File: src/mbsu_pkg.sv
// ----------------------------------------------------------------------------
// mbsu_pkg
// Shared types and constants of the barrier synchronization unit: register
// window bases and the request kind codes.
// ----------------------------------------------------------------------------
`default_nettype none

package mbsu_pkg;

	localparam int OFF_W    = 12;
	localparam int PE_IDX_W = 3;
	localparam int RD_W     = 6;
	localparam int SLOT_W   = 4;

	typedef logic [1:0] kind_t;

	localparam kind_t KIND_INIT = 2'd0;
	localparam kind_t KIND_EN   = 2'd1;
	localparam kind_t KIND_CHK  = 2'd2;
	localparam kind_t KIND_SYNC = 2'd3;

	localparam logic [3:0] REG_OFF_LO = 4'h0;
	localparam logic [3:0] REG_OFF_HI = 4'h4;

	localparam logic [3:0] PAGE_CTRL = 4'h0;
	localparam logic [3:0] PAGE_SELF = 4'h1;

endpackage

`default_nettype wire

File: src/multicore_barrier_sync_unit.sv
// ----------------------------------------------------------------------------
// multicore_barrier_sync_unit
// Hardware barrier: per-channel enable, check and sync bits held in one
// synchronous memory and updated by a read-modify-write per write request.
// The request and the memory read are registered in stage 1, then done and
// read_data in the result register.
// Throughput: one request per cycle; a write forwarded from the previous
// request covers back-to-back accesses to the same channel.
// busy never asserts, and the receiver cannot stall the result.
// Reset clears per-channel valid bits so every channel reads as zero at once.
// ----------------------------------------------------------------------------
`default_nettype none

module multicore_barrier_sync_unit
	import mbsu_pkg::*;
#(
	parameter int CHANNELS = 16,
	parameter int PES      = 6
) (
	input  wire logic                clk,
	input  wire logic                arst_n,
	input  wire logic                start,
	output logic                     busy,
	input  wire logic                mode,
	input  wire logic [OFF_W-1:0]    offset,
	input  wire logic [31:0]         write_data,
	input  wire logic [PE_IDX_W-1:0] accessing_pe,
	output logic                     done,
	output logic [RD_W-1:0]          read_data
);

	localparam int CW = (CHANNELS > 1) ? $clog2(CHANNELS) : 1;
	localparam int EW = 3 * PES;

	typedef struct packed {
		logic [PES-1:0] en;
		logic [PES-1:0] arr;
		logic [PES-1:0] rel;
	} entry_t;

	// Request decode.
	logic                accept;
	logic [SLOT_W-1:0]   slot;
	logic [3:0]          reg_off;
	logic [PE_IDX_W-1:0] dec_pe;
	logic                dec_hole;
	logic                dec_lower;
	kind_t               dec_kind;
	logic [CW-1:0]       dec_ch;

	assign accept  = start && !busy;
	assign busy    = 1'b0;
	assign slot    = offset[7:4];
	assign reg_off = offset[3:0];

	always_comb begin
		dec_hole  = 1'b0;
		dec_lower = 1'b0;
		dec_pe    = '0;
		if (offset[11:8] == PAGE_CTRL) begin
			dec_lower = 1'b1;
		end else if (offset[11:8] == PAGE_SELF) begin
			dec_pe = accessing_pe;
			if (32'(accessing_pe) >= PES) dec_hole = 1'b1;
		end else if (offset[11]) begin
			dec_pe = offset[10:8];
			if (32'(offset[10:8]) >= PES) dec_hole = 1'b1;
		end else begin
			dec_hole = 1'b1;
		end
		if (32'(slot) >= CHANNELS) dec_hole = 1'b1;
		if (reg_off != REG_OFF_LO && reg_off != REG_OFF_HI) dec_hole = 1'b1;
		if (dec_lower) begin
			dec_kind = (reg_off == REG_OFF_LO) ? KIND_INIT : KIND_EN;
		end else begin
			dec_kind = (reg_off == REG_OFF_LO) ? KIND_CHK : KIND_SYNC;
		end
		dec_ch = slot[CW-1:0];
	end

	// Stage 1 request registers.
	logic                vld_s1;
	logic                mode_s1;
	logic                hole_s1;
	kind_t               kind_s1;
	logic [CW-1:0]       ch_s1;
	logic [PE_IDX_W-1:0] pe_s1;
	logic [PES-1:0]      wdata_s1;

	always_ff @(posedge clk or negedge arst_n) begin
		if (!arst_n) begin
			vld_s1 <= 1'b0;
		end else begin
			vld_s1 <= accept;
		end
	end

	always_ff @(posedge clk) begin
		if (accept) begin
			mode_s1  <= mode;
			hole_s1  <= dec_hole;
			kind_s1  <= dec_kind;
			ch_s1    <= dec_ch;
			pe_s1    <= dec_pe;
			wdata_s1 <= write_data[PES-1:0];
		end
	end

	// Channel state memory.
	logic [EW-1:0]       mem_q [CHANNELS];
	logic [EW-1:0]       rd_s1;
	logic [CHANNELS-1:0] ent_vld_q;
	logic                wr_en;
	entry_t              wr_data;

	always_ff @(posedge clk) begin
		if (accept) begin
			rd_s1 <= mem_q[dec_ch];
		end
		if (wr_en) begin
			mem_q[ch_s1] <= wr_data;
		end
	end

	// Forward of the write made at the edge that launched the current read.
	logic          fwd_vld_q;
	logic [CW-1:0] fwd_ch_q;
	entry_t        fwd_data_q;

	always_ff @(posedge clk or negedge arst_n) begin
		if (!arst_n) begin
			ent_vld_q <= '0;
			fwd_vld_q <= 1'b0;
		end else begin
			fwd_vld_q <= wr_en;
			if (wr_en) ent_vld_q[ch_s1] <= 1'b1;
		end
	end

	always_ff @(posedge clk) begin
		if (wr_en) begin
			fwd_ch_q   <= ch_s1;
			fwd_data_q <= wr_data;
		end
	end

	// Read-modify-write.
	entry_t         cur;
	logic [PES-1:0] pe_bit;
	logic [PES-1:0] arr_n;
	logic [PES-1:0] rel_n;
	logic [PES-1:0] en_n;
	logic           test;
	logic [7:0]     rd_wide;
	logic [PES-1:0] arr_sh;
	logic [PES-1:0] rel_sh;

	always_comb begin
		if (fwd_vld_q && fwd_ch_q == ch_s1) begin
			cur = fwd_data_q;
		end else if (ent_vld_q[ch_s1]) begin
			cur = entry_t'(rd_s1);
		end else begin
			cur = '0;
		end
		pe_bit = PES'(1) << pe_s1;
		arr_sh = cur.arr >> pe_s1;
		rel_sh = cur.rel >> pe_s1;
		en_n   = cur.en;
		arr_n  = cur.arr;
		rel_n  = cur.rel;
		test   = 1'b0;
		case (kind_s1)
			KIND_INIT: begin
				if (wdata_s1[0]) begin
					arr_n = '0;
					rel_n = '0;
				end
			end
			KIND_EN: begin
				en_n = wdata_s1;
				test = 1'b1;
			end
			KIND_CHK: begin
				if (cur.en != '0) begin
					arr_n = cur.arr | pe_bit;
					test  = 1'b1;
				end
			end
			KIND_SYNC: begin
				rel_n = wdata_s1[0] ? (cur.rel | pe_bit) : (cur.rel & ~pe_bit);
			end
			default: begin
				test = 1'b0;
			end
		endcase
		if (test && en_n != '0 && (arr_n & en_n) == en_n) begin
			arr_n = arr_n & ~en_n;
			rel_n = rel_n | en_n;
		end
		wr_en       = vld_s1 && mode_s1 && !hole_s1;
		wr_data.en  = en_n;
		wr_data.arr = arr_n;
		wr_data.rel = rel_n;

		rd_wide = '0;
		if (!mode_s1 && !hole_s1) begin
			case (kind_s1)
				KIND_EN:   rd_wide = 8'(cur.en);
				KIND_CHK:  rd_wide = {7'd0, arr_sh[0]};
				KIND_SYNC: rd_wide = {7'd0, rel_sh[0]};
				default:   rd_wide = '0;
			endcase
		end
	end

	// Result register.
	always_ff @(posedge clk or negedge arst_n) begin
		if (!arst_n) begin
			done <= 1'b0;
		end else begin
			done <= vld_s1;
		end
	end

	always_ff @(posedge clk) begin
		if (vld_s1) begin
			read_data <= rd_wide[RD_W-1:0];
		end
	end

endmodule

`default_nettype wire

File: config.mk
export PLATFORM = sky130hd
export DESIGN_NAME = multicore_barrier_sync_unit
export DESIGN_NICKNAME = d
export VERILOG_FILES = /design/src/mbsu_pkg.sv /design/src/multicore_barrier_sync_unit.sv
export SDC_FILE = /design/constraint.sdc
export NUM_CORES = 1
export LEC_CHECK = 0
export BUFFER_PORTS_ARGS = -buffer_cell sky130_fd_sc_hd__buf_2
export CORE_ASPECT_RATIO = 2
export CORE_UTILIZATION = 49
export DETAILED_ROUTE_END_ITERATION = 10
export GPL_ROUTABILITY_DRIVEN = 0
export PLACE_DENSITY = 0.67
export SLEW_MARGIN = 20
export SYNTH_ARGS = -nofsm -noshare
export SYNTH_HDL_FRONTEND = slang
export SYNTH_SLANG_ARGS = --single-unit
export TNS_END_PERCENT = 1
File: constraint.sdc
create_clock -name clk -period 3.83 [get_ports clk]
set_input_delay 0.383 -clock clk [delete_from_list [all_inputs] [get_ports clk]]
set_output_delay 0.383 -clock clk [all_outputs]
set_load 0.1 [all_outputs]
==> summary by stage <==
Run status
The run finished, with violations left. The checks that failed: DRC.

STA
Setup violations remaining at the end of the flow were counted as 0. Clock skew on the completed layout was measured at 17.5 ps. The max-slew violation total from the final report is 0. Static timing analysis puts the maximum clock frequency at 0.272 GHz. After layout, the minimum clock period comes to 3680 ps.

At the pin with the least slew margin, the transition time is 926 ps. Once routing completed, OpenROAD measured the worst setup slack at between 150 and 200 ps. Setup repair after global routing could not meet its margin everywhere. The total count of hold-check failures in the final report was 0. The ratio of final minimum period to clock period is around 96%. The worst slew slack as a fraction of its limit is about two fifths. After routing, the total negative slack on setup checks comes to 0 ps.

Critical path
The endpoint of the worst-slack reg-to-reg timing path is mem_q[0][10]. The class of the most critical setup path is reg2reg. Of all nets on the critical path, the largest fanout is 21. The first element of the critical path is ch_s1[0]. The kind of end point of the critical path is a flop. The number of cells on the worst reg-to-reg path is 9.

The most critical setup path has its endpoint at mem_q[0][10]. For the worst setup path, the data required time is 4070 ps. The setup check on the worst reg-to-reg path leaves a slack of 150 ps. The worst setup path is launched from a flop.

The worst register-to-register path begins at ch_s1[0]. The critical path data arrival time is 3920 ps.

Global route
The number of global-route vias before repair is between 8,000 and 9,000. Entering global routing, the biggest net connects 37 pins. The number of antenna violations at the first check in global routing is 0. The first global-routing pass estimated 50,100 um of wire.

The total overflow left after global routing is 0. Global routing used 22.0% of the available tracks.

Synthesis
The share of flip-flops with an asynchronous set or reset is 5.14%. In the synthesized netlist, the number of instances is ~770. The most frequently used flop master after synthesis is sky130_fd_sc_hd__edfxtp_1. The number of flops mapped to enable cells by yosys is 351. The cell area that synthesis handed to floorplanning was 15,000 um2. The cell type with the highest aggregate area in the netlist is sky130_fd_sc_hd__edfxtp_1. In the post-synthesis netlist, the biggest area contributors are sky130_fd_sc_hd__edfxtp_1 70%, sky130_fd_sc_hd__mux4_2 14%, sky130_fd_sc_hd__dfrtp_1 3.2%, sky130_fd_sc_hd__nor2_1 0.83%, sky130_fd_sc_hd__or2_2 0.71%. Summing the sequential cell areas from Yosys gives 73.6% of the chip area.

During synthesis, Yosys emitted a total of 0 warnings. Synthesis instantiated 62 different standard cells from the library. Dividing the synthesized area by the synthesized cell count gives slightly below 20 um2. The synthesized design devotes to its leading area cell type 70.4% of total area. The synthesized design contains 370 register bits.

The net count after synthesis is 825.

Floorplanning
The full die area is between 30,000 and 40,000 um2. During I/O placement, the number of pins put on the boundary was 59. The width of the die is 126 um. Once the floorplan was initialized, standard cells occupied 49.8% of the core. The vertical extent of the die is between 200 and 250 um.

The floorplan has 90 rows. In this run the standard cell core region covers ~30,000 um2.

CTS
The clock latency reported for the late side of the worst-skew pair is 580 ps. The number of setup buffers added after CTS is 0. The clock passes through at most 3 buffers. Counting the buffers created by CTS gives 30. In this run the clock root is driven by a sky130_fd_sc_hd__clkbuf_16. The TritonCTS clock tree is done. CTS saw 370 sinks. The clock-pin slew on the worst setup and hold paths is around 70 ps. The CTS H-tree depth is 1.

Flow run
Across the run, the number of max-cap violations was 0.

Route
The first-pass iteration count of the detailed router is 8. For this block, the routed nets add up to 33,400 um of wire. After detailed routing, the number of remaining DRC violations is 5. The remaining antenna violation count is 0. The vias per cell is 6.27. After the first detailed-routing iteration, the DRC count stood at 762. Summing over every cut layer, the via total after detailed routing is 7,730. The average wire length per cell after detail routing is 27.1 um.

Placement
The HPWL after detailed placement is 20,200 um. The post-placement setup slack is 84.6 ps. The number of buffer cells added on primary ports is 31.

Layout
The signed area change from the synthesized netlist to the final layout is 12.9%. Counting the fill cells in the layout gives 2,186. The final layout contains 897 nets. The share of cells above drive strength 1 is a little under a third. The number of antenna repair diodes is 0.

Power
In this run the static leakage power is around 5.6 nW. Across the VDD grid, the largest voltage drop is 423 uV. The power per cell area is ~520 nW/um2.

Min path
The worst hold path class is in2reg. The origin of the worst min-delay path is offset[2].
## critical path, stage by stage (launching register included)
cell and delay, ps:
sky130_fd_sc_hd__edfxtp_1 510, sky130_fd_sc_hd__buf_4 210, sky130_fd_sc_hd__xnor2_1 140, sky130_fd_sc_hd__nand3_1 120, sky130_fd_sc_hd__or2_1 520, sky130_fd_sc_hd__a31oi_1 490
sky130_fd_sc_hd__a32oi_1 190, sky130_fd_sc_hd__and3_4 220, sky130_fd_sc_hd__and3_1 210, sky130_fd_sc_hd__nor2_1 710
## through the flow
step | instance area, um2 | std cells | hold WS (ps) | power (W) | util [%]
after floorplan | 15000 | 769 | 87.4 | 0.00541 | -
after global placement | 15800 | 1169 | 333 | 0.00565 | 52.6
after detailed placement | 15800 | 1169 | 346 | 0.00569 | 52.6
after CTS | 16900 | 1233 | 74.2 | 0.00876 | 56.2
after global routing | 16900 | 1233 | 95.7 | 0.00897 | 56.2
final | 16900 | 1233 | 89.6 | 0.00872 | 56.2
## cells in the final DEF (no fill, tap or decap), drive strengths merged, types with 4 or more instances in the layout
cell           n
edfxtp       351
mux4          94
buf           75
clkbuf        35
nor2          34
nand2         29
dfrtp         19
inv           19
or2           19
nand3         18
a21oi         18
a31oi         14
and3          11
clkinv        10
nor3           9
dlygate4sd3    8
nand2b         7
o21ai          6
a211oi         6
a221o          6
clkinvlp       6
a22o           5
ha             5
nand3b         5
xnor2          4
o41ai          4
a41o           4
nor2b          4
mux2i          4
## state kept, by name, summed over array words and instances, names as in the netlist, 2 cells and up
signal      count
mem_q         288
fwd_data_q     18
rd_s1          18
ent_vld_q      16
read_data       6
wdata_s1        6
ch_s1           4
fwd_ch_q        4
pe_s1           3
kind_s1         2
## synth_stat cells (2+ instances only)
library cell / n
sky130_fd_sc_hd__or2_2: 17
sky130_fd_sc_hd__inv_1: 17
sky130_fd_sc_hd__a221o_1: 6
sky130_fd_sc_hd__dfrtp_1: 19
sky130_fd_sc_hd__nor3_1: 9
sky130_fd_sc_hd__a21oi_1: 17
sky130_fd_sc_hd__xnor2_1: 4
sky130_fd_sc_hd__a211oi_1: 6
sky130_fd_sc_hd__nor2b_1: 4
sky130_fd_sc_hd__nand2_1: 28
sky130_fd_sc_hd__a41o_1: 4
sky130_fd_sc_hd__nand2b_1: 7
sky130_fd_sc_hd__a32o_1: 3
sky130_fd_sc_hd__nor2_1: 33
sky130_fd_sc_hd__nand3_1: 17
sky130_fd_sc_hd__buf_6: 3
sky130_fd_sc_hd__o21ai_0: 6
sky130_fd_sc_hd__a221oi_1: 3
sky130_fd_sc_hd__mux2i_1: 4
sky130_fd_sc_hd__or4_1: 2
sky130_fd_sc_hd__nand4_1: 2
sky130_fd_sc_hd__mux4_2: 94
sky130_fd_sc_hd__ha_1: 5
sky130_fd_sc_hd__buf_1: 11
sky130_fd_sc_hd__a32oi_1: 2
sky130_fd_sc_hd__buf_2: 8
sky130_fd_sc_hd__o22ai_1: 2
sky130_fd_sc_hd__or3_1: 2
sky130_fd_sc_hd__edfxtp_1: 351
sky130_fd_sc_hd__and3_1: 10
sky130_fd_sc_hd__clkbuf_1: 18
sky130_fd_sc_hd__a21o_1: 2
sky130_fd_sc_hd__a22o_1: 5
sky130_fd_sc_hd__a31oi_1: 11
sky130_fd_sc_hd__nand3b_1: 4
sky130_fd_sc_hd__o41ai_1: 4
sky130_fd_sc_hd__a31oi_4: 2
sky130_fd_sc_hd__o211ai_1: 3
## cell type report
class,count,area (um2),share of cell area (%)
clock buffer,35,791,4.68
clock inverter,21,200,1.18
inverter,17,63.8,0.378
multi-input combinational,339,3750,22.2
sequential,370,11000,65.2
tap,368,460,2.72
timing repair buffer,83,618,3.66
## per-layer routing
| metal | wire length (um) | part of all wire [%] | global-route usage, % | vias up |
|---|---|---|---|---|
| li1 | - | - | - | 3297 |
| met1 | 12300 | 37 | 25.4 | 4058 |
| met2 | 18100 | 54 | 40.2 | 278 |
| met3 | 1500 | 4.5 | 2.58 | 97 |
| met4 | 1550 | 4.6 | 10.7 | 0 |
| met5 | 0 | 0 | 0 | - |
## what timing repair did
| action | in CTS | in global routing |
|---|---|---|
| endpoints found under the hold margin | 26 | 0 |
| gates resized for setup | 0 | 5 |
| hold buffers | 8 | 0 |
| endpoints found under the setup margin | 0 | 102 |
## power by group
| group | internal [W] | switching [W] | leakage [nW] | total [W] |
|---|---|---|---|---|
| clock | 0.00169 | 0.00141 | 0.471 | 0.00310 |
| combinational | 0.000330 | 0.000523 | 1.67 | 0.000853 |
| sequential | 0.00469 | 0.0000702 | 3.49 | 0.00476 |
## logic make-up after synthesis
kind of cell               synth area share (%)
and+or+nand+nor                            5.16
AOI/OAI and AO/OA                          4.35
other                                    0.0250
buffers and inverters                      1.83
muxes                                      14.4
adders and majority gates                 0.418
DFF                                        73.6
xor gates and xnor gates                  0.234
## how the worst min path moves through the flow
stage | end | slack, ps | depth (start not counted)
floorplan | done | 90 | 0
global placement | ent_vld_q[10] | 330 | 1
detailed placement | ent_vld_q[15] | 350 | 1
CTS | kind_s1[0] | 70 | 2
global route | kind_s1[0] | 100 | 2
finish | kind_s1[0] | 90 | 2
(Power assumes the default switching activity.)
